**src/hw/rtl/dmp_pkg.sv**
```systemverilog
// Shared types, constants and sequencer states for the deadline-monotonic picker.
package dmp_pkg;

  localparam int unsigned IdW   = 16;
  localparam int unsigned TimeW = 31;

  localparam logic [TimeW-1:0] TimeAllOnes = '1;

  // Transaction kinds on the input channel
  typedef enum logic [1:0] {
    KIND_LOAD_READY = 2'd0,
    KIND_LOAD_PEND  = 2'd1,
    KIND_DECIDE     = 2'd2,
    KIND_NONE       = 2'd3
  } kind_t;

  // One ready-table entry
  typedef struct packed {
    logic [IdW-1:0]   id;
    logic [TimeW-1:0] per;
    logic [TimeW-1:0] dl;
    logic [TimeW-1:0] rem;
  } ready_ent_t;

  // One pending-table entry
  typedef struct packed {
    logic [IdW-1:0]   id;
    logic [TimeW-1:0] per;
    logic [TimeW-1:0] rel;
  } pend_ent_t;

  localparam int unsigned ReadyEntW = $bits(ready_ent_t);
  localparam int unsigned PendEntW  = $bits(pend_ent_t);

  // Result of the shared compare/subtract unit
  typedef struct packed {
    logic             lt;
    logic             eq;
    logic [TimeW-1:0] diff;
  } cmp_res_t;

  // Decide sequencer
  typedef enum logic [2:0] {
    S_IDLE,
    S_MINP,
    S_DLSET,
    S_DLP,
    S_PEND,
    S_CAP,
    S_OUT
  } seq_state_t;

endpackage

```
**src/hw/rtl/dmp_tbl.sv**
```systemverilog
// Table memory: one write port, one read port with registered read data.
module dmp_tbl
  import dmp_pkg::*;
#(
  parameter int unsigned DEPTH = 16,
  parameter int unsigned WIDTH = 16
) (
  input  logic                 clk,
  input  logic                 wr_en,
  input  logic [((DEPTH > 1) ? $clog2(DEPTH) : 1)-1:0] wr_addr,
  input  logic [WIDTH-1:0]     wr_data,
  input  logic [((DEPTH > 1) ? $clog2(DEPTH) : 1)-1:0] rd_addr,
  output logic [WIDTH-1:0]     rd_data
);

  logic [WIDTH-1:0] mem [DEPTH];
  logic [WIDTH-1:0] rd_data_r;

  // write port
  always_ff @(posedge clk) begin
    if (wr_en) begin
      mem[wr_addr] <= wr_data;
    end
  end

  // registered read port
  always_ff @(posedge clk) begin
    rd_data_r <= mem[rd_addr];
  end

  assign rd_data = rd_data_r;

endmodule

```
**src/hw/rtl/dmp_cmp.sv**
```systemverilog
// Shared compare and saturating-subtract unit on time values.
module dmp_cmp
  import dmp_pkg::*;
(
  input  logic [TimeW-1:0] op_a,
  input  logic [TimeW-1:0] op_b,
  output cmp_res_t         res
);

  logic [TimeW:0] sub;

  // one subtractor gives a < b from its borrow, and max(0, a - b)
  always_comb begin
    sub      = {1'b0, op_a} - {1'b0, op_b};
    res.lt   = sub[TimeW];
    res.eq   = (op_a == op_b);
    res.diff = sub[TimeW] ? '0 : sub[TimeW-1:0];
  end

endmodule

```
**src/hw/rtl/deadline_monotonic_picker.sv**
```systemverilog
// Top level: task tables, decide sequencer around one shared compare unit, output register.
//
//  channel | ports                                        | dir | handshake
//  --------+----------------------------------------------+-----+-----------------
//  in      | in_kind in_thread_id in_period in_deadline   | in  | in_valid/in_stall
//          | in_remaining in_release_time in_now          |     |
//  out     | out_selected_id out_idle out_missed out_slice| out | out_valid/out_stall
//
// Load transactions are taken while no decide runs. A decide transaction walks the
// ready table twice (minimum period, then overdue tasks) and the pending table once
// through the shared compare unit, one entry per cycle, with in_stall high throughout.
// A miss skips the pending walk and the cap step; an empty ready table runs only the
// pending walk and output.
// Reset (rst_n, synchronous) empties both tables and the output register.
// A finished result waits in the output register while loads are taken; the next
// decide waits in its last step until that register is free.
module deadline_monotonic_picker
  import dmp_pkg::*;
#(
  parameter int unsigned READY_DEPTH   = 16,
  parameter int unsigned PENDING_DEPTH = 16
) (
  input  logic             clk,
  input  logic             rst_n,
  input  logic             in_valid,
  output logic             in_stall,
  input  logic [1:0]       in_kind,
  input  logic [IdW-1:0]   in_thread_id,
  input  logic [TimeW-1:0] in_period,
  input  logic [TimeW-1:0] in_deadline,
  input  logic [TimeW-1:0] in_remaining,
  input  logic [TimeW-1:0] in_release_time,
  input  logic [TimeW-1:0] in_now,
  output logic             out_valid,
  input  logic             out_stall,
  output logic [IdW-1:0]   out_selected_id,
  output logic             out_idle,
  output logic             out_missed,
  output logic [TimeW-1:0] out_slice
);

  localparam int unsigned RAW = (READY_DEPTH > 1) ? $clog2(READY_DEPTH) : 1;
  localparam int unsigned PAW = (PENDING_DEPTH > 1) ? $clog2(PENDING_DEPTH) : 1;
  localparam int unsigned RCW = $clog2(READY_DEPTH + 1);
  localparam int unsigned PCW = $clog2(PENDING_DEPTH + 1);
  localparam int unsigned IXW = (RCW > PCW) ? RCW : PCW;
  localparam logic [RCW-1:0] RFull = RCW'(READY_DEPTH);
  localparam logic [PCW-1:0] PFull = PCW'(PENDING_DEPTH);

  seq_state_t state_r, state_nxt;

  logic [RCW-1:0]   ready_cnt_r, ready_cnt_nxt;
  logic [PCW-1:0]   pend_cnt_r, pend_cnt_nxt;
  logic [IXW-1:0]   idx_r, idx_nxt;
  logic             pvld_r, pvld_nxt;
  logic             pfirst_r, pfirst_nxt;
  ready_ent_t       sel_r, sel_nxt;
  logic             sel_lt_r, sel_lt_nxt;
  logic             sel_gt_r, sel_gt_nxt;
  logic             missed_r, missed_nxt;
  logic             idle_r, idle_nxt;
  logic [TimeW-1:0] slice_r, slice_nxt;
  logic [TimeW-1:0] now_r, now_nxt;

  logic             out_valid_r, out_valid_nxt;
  logic [IdW-1:0]   out_id_r, out_id_nxt;
  logic             out_idle_r, out_idle_nxt;
  logic             out_missed_r, out_missed_nxt;
  logic [TimeW-1:0] out_slice_r, out_slice_nxt;

  logic             in_acc;
  kind_t            kind;
  logic             ready_we, pend_we;
  logic [ReadyEntW-1:0] ready_rd_bits;
  logic [PendEntW-1:0]  pend_rd_bits;
  ready_ent_t       rd_ent;
  pend_ent_t        pd_ent;
  logic [IXW-1:0]   pass_cnt;
  logic             issue;
  logic             pass_done;
  logic             out_free;
  logic [TimeW-1:0] op_a, op_b;
  cmp_res_t         cres;
  logic             pend_prio;

  assign in_stall = (state_r != S_IDLE);
  assign in_acc   = in_valid && !in_stall;
  assign kind     = kind_t'(in_kind);
  assign out_free = !out_valid_r || !out_stall;

  assign ready_we = in_acc && (kind == KIND_LOAD_READY) && (ready_cnt_r != RFull);
  assign pend_we  = in_acc && (kind == KIND_LOAD_PEND) && (pend_cnt_r != PFull);

  // tables
  dmp_tbl #(.DEPTH(READY_DEPTH), .WIDTH(ReadyEntW)) u_ready_tbl (
    .clk     (clk),
    .wr_en   (ready_we),
    .wr_addr (ready_cnt_r[RAW-1:0]),
    .wr_data (ready_ent_t'{id: in_thread_id, per: in_period,
                           dl: in_deadline, rem: in_remaining}),
    .rd_addr (idx_r[RAW-1:0]),
    .rd_data (ready_rd_bits)
  );

  dmp_tbl #(.DEPTH(PENDING_DEPTH), .WIDTH(PendEntW)) u_pend_tbl (
    .clk     (clk),
    .wr_en   (pend_we),
    .wr_addr (pend_cnt_r[PAW-1:0]),
    .wr_data (pend_ent_t'{id: in_thread_id, per: in_period, rel: in_release_time}),
    .rd_addr (idx_r[PAW-1:0]),
    .rd_data (pend_rd_bits)
  );

  assign rd_ent = ready_ent_t'(ready_rd_bits);
  assign pd_ent = pend_ent_t'(pend_rd_bits);

  // walk control: one read issued per cycle while below the table count
  assign pass_cnt  = (state_r == S_PEND) ? IXW'(pend_cnt_r) : IXW'(ready_cnt_r);
  assign issue     = (idx_r < pass_cnt);
  assign pass_done = !issue;

  // shared compare unit operand select
  always_comb begin
    op_a = now_r;
    op_b = now_r;
    unique case (state_r)
      S_MINP:  begin op_a = rd_ent.per; op_b = sel_r.per; end
      S_DLSET: begin op_a = now_r;      op_b = sel_r.dl;  end
      S_DLP:   begin op_a = now_r;      op_b = rd_ent.dl; end
      S_PEND:  begin op_a = pd_ent.rel; op_b = now_r;     end
      S_CAP:   begin op_a = sel_r.dl;   op_b = now_r;     end
      default: begin op_a = now_r;      op_b = now_r;     end
    endcase
  end

  dmp_cmp u_cmp (
    .op_a (op_a),
    .op_b (op_b),
    .res  (cres)
  );

  // pending task outranks the pick: smaller period, or same period and lower id
  assign pend_prio = (pd_ent.per < sel_r.per) ||
                     ((pd_ent.per == sel_r.per) && (pd_ent.id < sel_r.id));

  // next state
  always_comb begin
    state_nxt = state_r;
    unique case (state_r)
      S_IDLE: begin
        if (in_acc && (kind == KIND_DECIDE)) begin
          state_nxt = (ready_cnt_r == '0) ? S_PEND : S_MINP;
        end
      end
      S_MINP:  if (pass_done) state_nxt = S_DLSET;
      S_DLSET: state_nxt = S_DLP;
      S_DLP: begin
        if (pass_done) begin
          // a replacement in this last cycle also counts as a miss
          state_nxt = missed_nxt ? S_OUT : S_PEND;
        end
      end
      S_PEND:  if (pass_done) state_nxt = idle_r ? S_OUT : S_CAP;
      S_CAP:   state_nxt = S_OUT;
      S_OUT:   if (out_free) state_nxt = S_IDLE;
      default: state_nxt = S_IDLE;
    endcase
  end

  // datapath and counters
  always_comb begin
    ready_cnt_nxt  = ready_cnt_r;
    pend_cnt_nxt   = pend_cnt_r;
    idx_nxt        = idx_r;
    pvld_nxt       = 1'b0;
    pfirst_nxt     = 1'b0;
    sel_nxt        = sel_r;
    sel_lt_nxt     = sel_lt_r;
    sel_gt_nxt     = sel_gt_r;
    missed_nxt     = missed_r;
    idle_nxt       = idle_r;
    slice_nxt      = slice_r;
    now_nxt        = now_r;
    out_valid_nxt  = out_valid_r && out_stall;
    out_id_nxt     = out_id_r;
    out_idle_nxt   = out_idle_r;
    out_missed_nxt = out_missed_r;
    out_slice_nxt  = out_slice_r;

    unique case (state_r)
      S_IDLE: begin
        if (ready_we) ready_cnt_nxt = ready_cnt_r + RCW'(1);
        if (pend_we)  pend_cnt_nxt  = pend_cnt_r + PCW'(1);
        if (in_acc && (kind == KIND_DECIDE)) begin
          now_nxt    = in_now;
          idx_nxt    = '0;
          missed_nxt = 1'b0;
          idle_nxt   = (ready_cnt_r == '0);
          slice_nxt  = TimeAllOnes;
        end
      end
      S_MINP: begin
        if (issue) begin
          idx_nxt    = idx_r + IXW'(1);
          pvld_nxt   = 1'b1;
          pfirst_nxt = (idx_r == '0);
        end
        // smallest period, lower id on ties
        if (pvld_r && (pfirst_r || cres.lt || (cres.eq && (rd_ent.id < sel_r.id)))) begin
          sel_nxt = rd_ent;
        end
        if (pass_done) idx_nxt = '0;
      end
      S_DLSET: begin
        sel_lt_nxt = cres.lt;
        sel_gt_nxt = !cres.lt && !cres.eq;
      end
      S_DLP: begin
        if (issue) begin
          idx_nxt  = idx_r + IXW'(1);
          pvld_nxt = 1'b1;
        end
        // overdue task takes over a pick not yet due, or a past-deadline pick with no lower id
        if (pvld_r && !cres.lt &&
            (sel_lt_r || (sel_gt_r && (rd_ent.id <= sel_r.id)))) begin
          sel_nxt    = rd_ent;
          missed_nxt = 1'b1;
          sel_lt_nxt = 1'b0;
          sel_gt_nxt = !cres.eq;
        end
        if (pass_done) begin
          idx_nxt   = '0;
          slice_nxt = missed_nxt ? '0 : sel_nxt.rem;
        end
      end
      S_PEND: begin
        if (issue) begin
          idx_nxt  = idx_r + IXW'(1);
          pvld_nxt = 1'b1;
        end
        // cut at the earliest release that outranks the pick
        if (pvld_r && (idle_r || pend_prio) && (cres.diff < slice_r)) begin
          slice_nxt = cres.diff;
        end
      end
      S_CAP: begin
        // cap at the deadline
        if (cres.diff < slice_r) slice_nxt = cres.diff;
      end
      S_OUT: begin
        if (out_free) begin
          out_valid_nxt  = 1'b1;
          out_id_nxt     = idle_r ? '0 : sel_r.id;
          out_idle_nxt   = idle_r;
          out_missed_nxt = missed_r;
          out_slice_nxt  = slice_r;
          ready_cnt_nxt  = '0;
          pend_cnt_nxt   = '0;
        end
      end
      default: ;
    endcase
  end

  // control registers
  always_ff @(posedge clk) begin
    if (!rst_n) begin
      state_r     <= S_IDLE;
      ready_cnt_r <= '0;
      pend_cnt_r  <= '0;
      idx_r       <= '0;
      pvld_r      <= 1'b0;
      pfirst_r    <= 1'b0;
      out_valid_r <= 1'b0;
    end else begin
      state_r     <= state_nxt;
      ready_cnt_r <= ready_cnt_nxt;
      pend_cnt_r  <= pend_cnt_nxt;
      idx_r       <= idx_nxt;
      pvld_r      <= pvld_nxt;
      pfirst_r    <= pfirst_nxt;
      out_valid_r <= out_valid_nxt;
    end
  end

  // payload registers
  always_ff @(posedge clk) begin
    sel_r        <= sel_nxt;
    sel_lt_r     <= sel_lt_nxt;
    sel_gt_r     <= sel_gt_nxt;
    missed_r     <= missed_nxt;
    idle_r       <= idle_nxt;
    slice_r      <= slice_nxt;
    now_r        <= now_nxt;
    out_id_r     <= out_id_nxt;
    out_idle_r   <= out_idle_nxt;
    out_missed_r <= out_missed_nxt;
    out_slice_r  <= out_slice_nxt;
  end

  assign out_valid       = out_valid_r;
  assign out_selected_id = out_id_r;
  assign out_idle        = out_idle_r;
  assign out_missed      = out_missed_r;
  assign out_slice       = out_slice_r;

  // checks
  a_idle_result: assert property (@(posedge clk) disable iff (!rst_n)
    out_valid && out_idle |-> (out_selected_id == '0) && !out_missed)
    else $error("idle result carries a task");

  a_missed_zero: assert property (@(posedge clk) disable iff (!rst_n)
    out_valid && out_missed |-> (out_slice == '0))
    else $error("missed task got a nonzero slice");

  a_walk_bound: assert property (@(posedge clk) disable iff (!rst_n)
    (state_r == S_MINP || state_r == S_DLP) |-> (idx_r <= IXW'(ready_cnt_r)))
    else $error("ready walk ran past the table count");

  a_tables_cleared: assert property (@(posedge clk) disable iff (!rst_n)
    (state_r == S_OUT) && out_free |=> (ready_cnt_r == '0) && (pend_cnt_r == '0))
    else $error("tables not cleared after decide");

endmodule
```
**config.mk**
```make
export PLATFORM = sky130hd
export DESIGN_NAME = deadline_monotonic_picker
export DESIGN_NICKNAME = d
export VERILOG_FILES = /design/src/hw/rtl/dmp_pkg.sv /design/src/hw/rtl/dmp_tbl.sv /design/src/hw/rtl/dmp_cmp.sv /design/src/hw/rtl/deadline_monotonic_picker.sv
export SDC_FILE = /design/constraint.sdc
export NUM_CORES = 2
export LEC_CHECK = 0
export ABC_AREA = 1
export BUFFER_PORTS_ARGS = -buffer_cell sky130_fd_sc_hd__buf_2
export CAP_MARGIN = 10
export CORE_ASPECT_RATIO = 1.25
export CORE_MARGIN = 2
export CORE_UTILIZATION = 25
export CTS_BUF_LIST = sky130_fd_sc_hd__clkbuf_8
export CTS_CLUSTER_DIAMETER = 30
export DETAILED_ROUTE_END_ITERATION = 10
export MAX_ROUTING_LAYER = met4
export PLACE_DENSITY = 0.44
export SLEW_MARGIN = 10
export SYNTH_ARGS = -nofsm -noshare
export SYNTH_HDL_FRONTEND = slang
export SYNTH_SLANG_ARGS = --single-unit
```
**constraint.sdc**
```tcl
create_clock -name clk -period 9.95 [get_ports clk]
set_input_delay 1.99 -clock clk [delete_from_list [all_inputs] [get_ports clk]]
set_output_delay 1.99 -clock clk [all_outputs]
set_load 0.03 [all_outputs]
```
# [Word-level counts from Yosys, hierarchy flattened]
# Memories as Yosys holds them, arrays and structs flattened. A register that Yosys moved wholly into a read port is not among the register bits.
# Cells that the tools add are included.
[totals] out_inout_bits=51 ram_bits=2992 memories=2 regBits=245
[mem_list] memory="u_ready_tbl.mem" depth=16 word_bits=109 rd=1 rd_clocked_by_memory_dff=1 write_ports=1 line="dmp_tbl.sv:16" rtl="logic [WIDTH-1:0] mem [DEPTH];"
[mem_list] memory="u_pend_tbl.mem" depth=16 word_bits=78 rd=1 rd_clocked_by_memory_dff=1 write_ports=1 line="dmp_tbl.sv:16"
[op_classes] order_cmp=6 reduce_logical=51 n_eq_ne=24 muxes=46 n_addsub=4
[ops] operator="$mux 109" count=2
[ops] operator="$pmux 109 s2" count=1
[ops] operator="$mux 31" count=6
[ops] operator="$pmux 31 s3" count=2
[ops] operator="$pmux 31 s4" count=1
[ops] operator="$eq 31x31->1" count=2
[ops] operator="$lt 31x31->1" count=2
[ops] operator="$mux 5" count=7
[ops] operator="$lt 16x16->1" count=2
[ops] operator="$sub 31x31->32" count=1
[ops] operator="$ne 2x2->1 const B" count=11
[ops] operator="$pmux 3 s7" count=1
[ops] operator="$pmux 5 s2" count=2
[ops] operator="$mux 3" count=6
[ops] operator="$le 16x16->1" count=1
[ops] operator="$logic_and 1x1->1" count=16
[ops] operator="$add 5x1->5 const B" count=3
[ops] operator="$pmux 5 s3" count=1
[ops] operator="$reduce_and 3->1" count=5
[ops] operator="$mux 1" count=12
[ops] operator="$logic_not 5->1" count=2
[ops] operator="$ne 5x5->1 const B" count=2
[ops] operator="$reduce_and 2->1" count=5
[ops] operator="$reduce_and 5->1" count=2
[ops] operator="18 further kinds" count=36

# [Longest topological paths before layout]
[depth] depth_word=12 depth_mapped=34 ltp_nobuf=33

# [Hierarchy]
# A second synthesis with hierarchy kept.
[unflattened] cells_unflattened=14383 area_unflattened_um2=147775.5
[by_module_without_submodules] mod="dmp_tbl at u_ready_tbl" area_each_um2=76453.3 cells_each=7150 instances=1 seq_area_each_um2=54552.3
[by_module_without_submodules] mod="dmp_tbl at u_pend_tbl" area_each_um2=54810.1 cells_each=5126 instances=1 seq_area_each_um2=39037.4
[by_module_without_submodules] mod="deadline_monotonic_picker" area_each_um2=13734.4 cells_each=1545 instances=1 seq_area_each_um2=7136.8
[by_module_without_submodules] mod="dmp_cmp" area_each_um2=2777.7 cells_each=562 instances=1 seq_area_each_um2=0.0

# [Worst setup path before layout]
# OpenSTA, ideal clock, no wires.
[synth_path] path_type="input to register" start="input port in_kind[0]" end="memory u_pend_tbl.mem[0][0] (netlist name) (enable)" stages=4 slack_ns=1.463 arrival_ns=7.876 setup_ns=0.611 cell_sequence="inv_1 > nor4_4 > inv_1 > nor3_1"
[synth_between] elab_chain_len=5
[synth_lines] item="start, declared" line="deadline_monotonic_picker.sv:27" rtl="input logic [1:0] in_kind,"
[synth_lines] item="$eq 2x1->1" line="deadline_monotonic_picker.sv:92" rtl="assign pend_we = in_acc && (kind == KIND_LOAD_PEND) && (pend_cnt_r != PFull);"
[synth_lines] item="$logic_and 1x1->1 (2 in a row)" line="deadline_monotonic_picker.sv:92"
[synth_lines] item="$mux 1" line="dmp_tbl.sv:21" rtl="if (wr_en) begin"
[synth_lines] item="$mux 1 (not written as such)" line="dmp_tbl.sv:22" rtl="mem[wr_addr] <= wr_data;"
[synth_lines] item="end, declared" line="dmp_tbl.sv:16"
# Every way passes these cells.

# [Final worst setup path]
[layout_path] start="register state_r[2]" end="register slice_r[19] (enable)"
[layout_between] elab_chain_len=8
[layout_lines] item="start, declared" line="deadline_monotonic_picker.sv:50" rtl="seq_state_t state_r, state_nxt;"
[layout_lines] item="start signal, assigned" line="deadline_monotonic_picker.sv:276" rtl="state_r <= state_nxt;"
[layout_lines] item="$eq 3x3->1 (tied with other cells)" line="deadline_monotonic_picker.sv:126, deadline_monotonic_picker.sv:190"
[layout_lines] item="$pmux 31 s3" line="deadline_monotonic_picker.sv:126" rtl="unique case (state_r)"
[layout_lines] item="$sub 31x31->32" line="dmp_cmp.sv:14" rtl="sub = {1'b0, op_a} - {1'b0, op_b};"
[layout_lines] item="$mux 31" line="dmp_cmp.sv:17" rtl="res.diff = sub[TimeW] ? '0 : sub[TimeW-1:0];"
[layout_lines] item="$lt 31x31->1" line="deadline_monotonic_picker.sv:242, deadline_monotonic_picker.sv:248"
[layout_lines] item="$logic_and 1x1->1" line="deadline_monotonic_picker.sv:242" rtl="if (pvld_r && (idle_r || pend_prio) && (cres.diff < slice_r)) begin"
[layout_lines] item="$ne 2x1->1 (no source line)"
[layout_lines] item="$reduce_and 5->1 (no source line) *"
[layout_lines] item="end signal, assigned" line="deadline_monotonic_picker.sv:293" rtl="slice_r <= slice_nxt;"
[layout_lines] item="end, declared" line="deadline_monotonic_picker.sv:62" rtl="logic [TimeW-1:0] slice_r, slice_nxt;"
# Mark *: on every way between the ends. The rest lies on a longest branch, timed or not.
# A chain may end at the register's enable or synchronous reset.

==> key figures <==
Finish
  • Storage element area: 101000 µm²
  • Nets: 10700
  • Multi-input combinational cell area: ~30000 µm²
  • Final instance area: 156000 µm²
  • Area delta synth->final: 16.1%
  • Layout cells sized above 1: 0.127
  • Non-filler cells, final: 18100
  • # fillers: 54600

Die
  • Row Count: 301
  • Chip width: around 660 µm
  • I/O pin cnt: 228
  • Starting density of the core: 0.251
  • Die area: 544000 µm²
  • Area of the core: 537000 µm²
  • Die H: 824 µm

Synthesis
  • Number of distinct library cells after synthesis: 62
  • Most common library cells after synthesis: 3215 x edfxtp_1, 1832 x nor2_1, 1746 x o21ai_0
  • Post-synthesis cell area: between 100000 and 150000 µm²
  • Syn avg cell area: 13.3 µm²
  • Mapped Cells: 10100
  • Post-Synth Simple-Gate Area: 0.0756
  • Dominant synthesized flop cell: edfxtp_1
  • Post-synth EDFFs: 3215
  • Seq cells post-synth: ~3400
  • YS warnings: 0
  • Share of the synthesized area in the top cell type: 0.717
  • Largest family of logic cells by synthesized area: compound AO/OA/AOI/OAI gates
  • Sequential fraction of the synthesis area: 0.748
  • Cell type with the largest total area after synthesis: edfxtp_1
  • Compound-Gate Fraction of Synth Area: 0.130
  • Asr flop ratio synth: 0
  • Multiplexer share of the synthesized area: 0.000818
  • Count leader, synth: edfxtp_1
  • Post-Synth XOR/XNOR Area: 0.00130
  • Synth Area in Adders: 0.0129
  • Syn nets: 10400
  • Top post-synthesis cells by area: edfxtp_1 72%, o21ai_0 6.5%, nor2_1 5.1%

Timing
  • Period minus WS final: 6990 ps
  • Max-slew violations: 34
  • Setup TNS: 0 ps
  • Slew HR: -0.109
  • RSZ-0062 raised after global routing: no
  • Tcrit/Tclk final: 0.703
  • Peak Freq: 143 MHz
  • Clk_skew: between 100 and 150 ps
  • # setup viols final: 0
  • Final hold viol count: 0
  • Worst Tran Pin Value: 1660 ps

Status
  • Outcome: finished with violations
  • Failing checks: slew limit

GRT
  • Remaining Overflow, GRT: 0
  • Met3 global-route usage: 0.0255
  • GRT busiest layer: met2
  • Vias in the first global route: 83900
  • Met2 usage: 0.279
  • Initial antenna violation count: about 100
  • Largest net degree at the start of global routing: roughly 160
  • GRT Total Usage: 0.172
  • First-pass GRT wire length: around 660000 µm
  • GRT met1 Usage: 0.222

Drt
  • Drt first pass iters: 6
  • WL per Instance: about 26 µm
  • Detailed Route WL: 474000 µm
  • Post-DRT Antenna Nets: 0
  • Via density per instance: 4.80
  • DRC errors left: 0
  • Initial DRC count: ~7300
  • DR vias: 86800

Clock network
  • CTS Sinks: roughly 3400
  • Worst-path clk slew: 60 ps
  • Resize count post-CTS: 0
  • CTS max path bufs: 4
  • CTS tree: yes
  • Clk_lat worst skew: 1240 ps
  • Clock root buffer: clkbuf_8
  • CTS Buf Count: 602
  • Post-CTS setup buffer count: 0
  • # hold bufs at CTS: 0
  • # H-tree levels: 6

Critical path
  • Worst-path maximum fanout: 31
  • Worst path arrival time: 7770 ps
  • CP most frequent cell: nand2_1
  • FF-to-FF path depth: 27
  • Critical Path RT: between 10000 and 15000 ps
  • Critical path capture point type: register
  • Slowest CP cell: a21oi_4
  • Crit Path Class: reg -> reg
  • CP max stage delay: around 800 ps
  • Setup crit start kind: register

Power and ir drop
  • PwrDens: 254 nW/µm²
  • Leakage power: 51.2 nW
  • Maximum VDD drop: between 0.2 and 0.25 mV
  • Overall Power: 39.8 mW

Placed design
  • Area after DPL: between 100000 and 150000 µm²
  • # port buffers: ~230
  • Dpl cells: 16900
  • DP HPWL: 262000 µm
  • GPL Wtd Cong: 0.889

Job
  • Max Cap Viol: 0

Hold path
  • Worst min path class: reg -> reg
  • Hold Path Stages: 0
## state kept, by name (all words and copies together) (netlist names), 3 cells and up
signal               flops
u_ready_tbl.rd_data    109
sel_r                  109
slice_r                 31
out_selected_id         16
now_r                   31
pend_cnt_r               5
u_pend_tbl.mem        1248
idx_r                    5
out_slice               31
ready_cnt_r              5
u_ready_tbl.mem       1744
u_pend_tbl.rd_data      78
state_r                  3
## area by class of cell
class,instances,share of cell area
antenna,38,0.000609
timing repair buffer,402,0.0187
sequential,3424,0.645
tap,7120,0.0570
inverter,305,0.00758
clock buffer,677,0.0596
clock inverter,426,0.0193
multi-input combinational,5695,0.192
## stage by stage
| step | hold WS (ps) | worst slack (ps) | util |
|---|---|---|---|
| detailed placement | 513 | 3100 | 0.268 |
| global placement | 501 | 3090 | 0.268 |
| floorplan | 424 | 1460 | - |
| CTS | 475 | 2980 | 0.291 |
| finish | 480 | 2960 | 0.291 |
| global route | 505 | 2420 | 0.291 |
## metal layers
metal	wire length [µm]	share of wire
met2	227000	0.48
met4	14800	0.031
met1	208000	0.44
met5	0	0
met3	24900	0.052
## worst paths after layout
| path | start | endpoint | slack (ps) |
|---|---|---|---|
| worst max register to register | state_r[2] | slice_r[19] | 2960 |
| worst min-delay path | slice_r[28] | out_slice[28] | 480 |
| worst min register to register | slice_r[28] | out_slice[28] | 480 |
| worst max-delay path | state_r[2] | slice_r[19] | 2960 |
## placed cells by master, fill, tap and decap left out, types with 16 or more instances in the layout
master,instances
bufinv_16,36
o2111ai_1,28
o21ai_1,26
clkinv_1,53
clkinv_2,71
o221ai_1,387
ha_1,137
a22oi_1,23
buf_2,227
dfxtp_1,205
nand3_1,192
o21ai_2,21
inv_6,16
inv_1,474
clkinvlp_4,50
o21ai_0,1744
o22ai_1,416
nor2_1,1798
diode_2,38
a21oi_1,95
buf_12,38
nand2_1,482
buf_4,137
clkbuf_8,677
edfxtp_1,3215
o211ai_1,145
nor2_4,36
nand4_1,23
## cells by family (layout without fill, tap and decap cells)
group                      count (synthesis)  count (layout)
buffers and inverters                    997            1810
AOI/OAI and AO/OA                       2947            2947
xor gates and xnor gates                  20              20
and+or+nand+nor                         2579            2579
DFF                                     3424            3424
muxes                                     11              11
adders and majority gates                138             138
other                                      0              38
## power by group
part           internal, mW  leakage [nW]  switching (mW)  total (mW)
Sequential             16.3          30.6           0.625        16.9
Clock                  7.23          6.88            6.09        13.3
Combinational          2.68          13.7            6.84        9.52
Total                  26.2          51.2            13.6        39.8
## critical path, delay by kind of cell, from the launching register on
family                     cells  cell delay (ps)
and+or+nand+nor               17             2750
AOI/OAI and AO/OA              4             1320
buffers and inverters          4             1090
adders and majority gates      2              690
DFF                            1              590
Note: power is estimated with default switching activity, not from simulation.
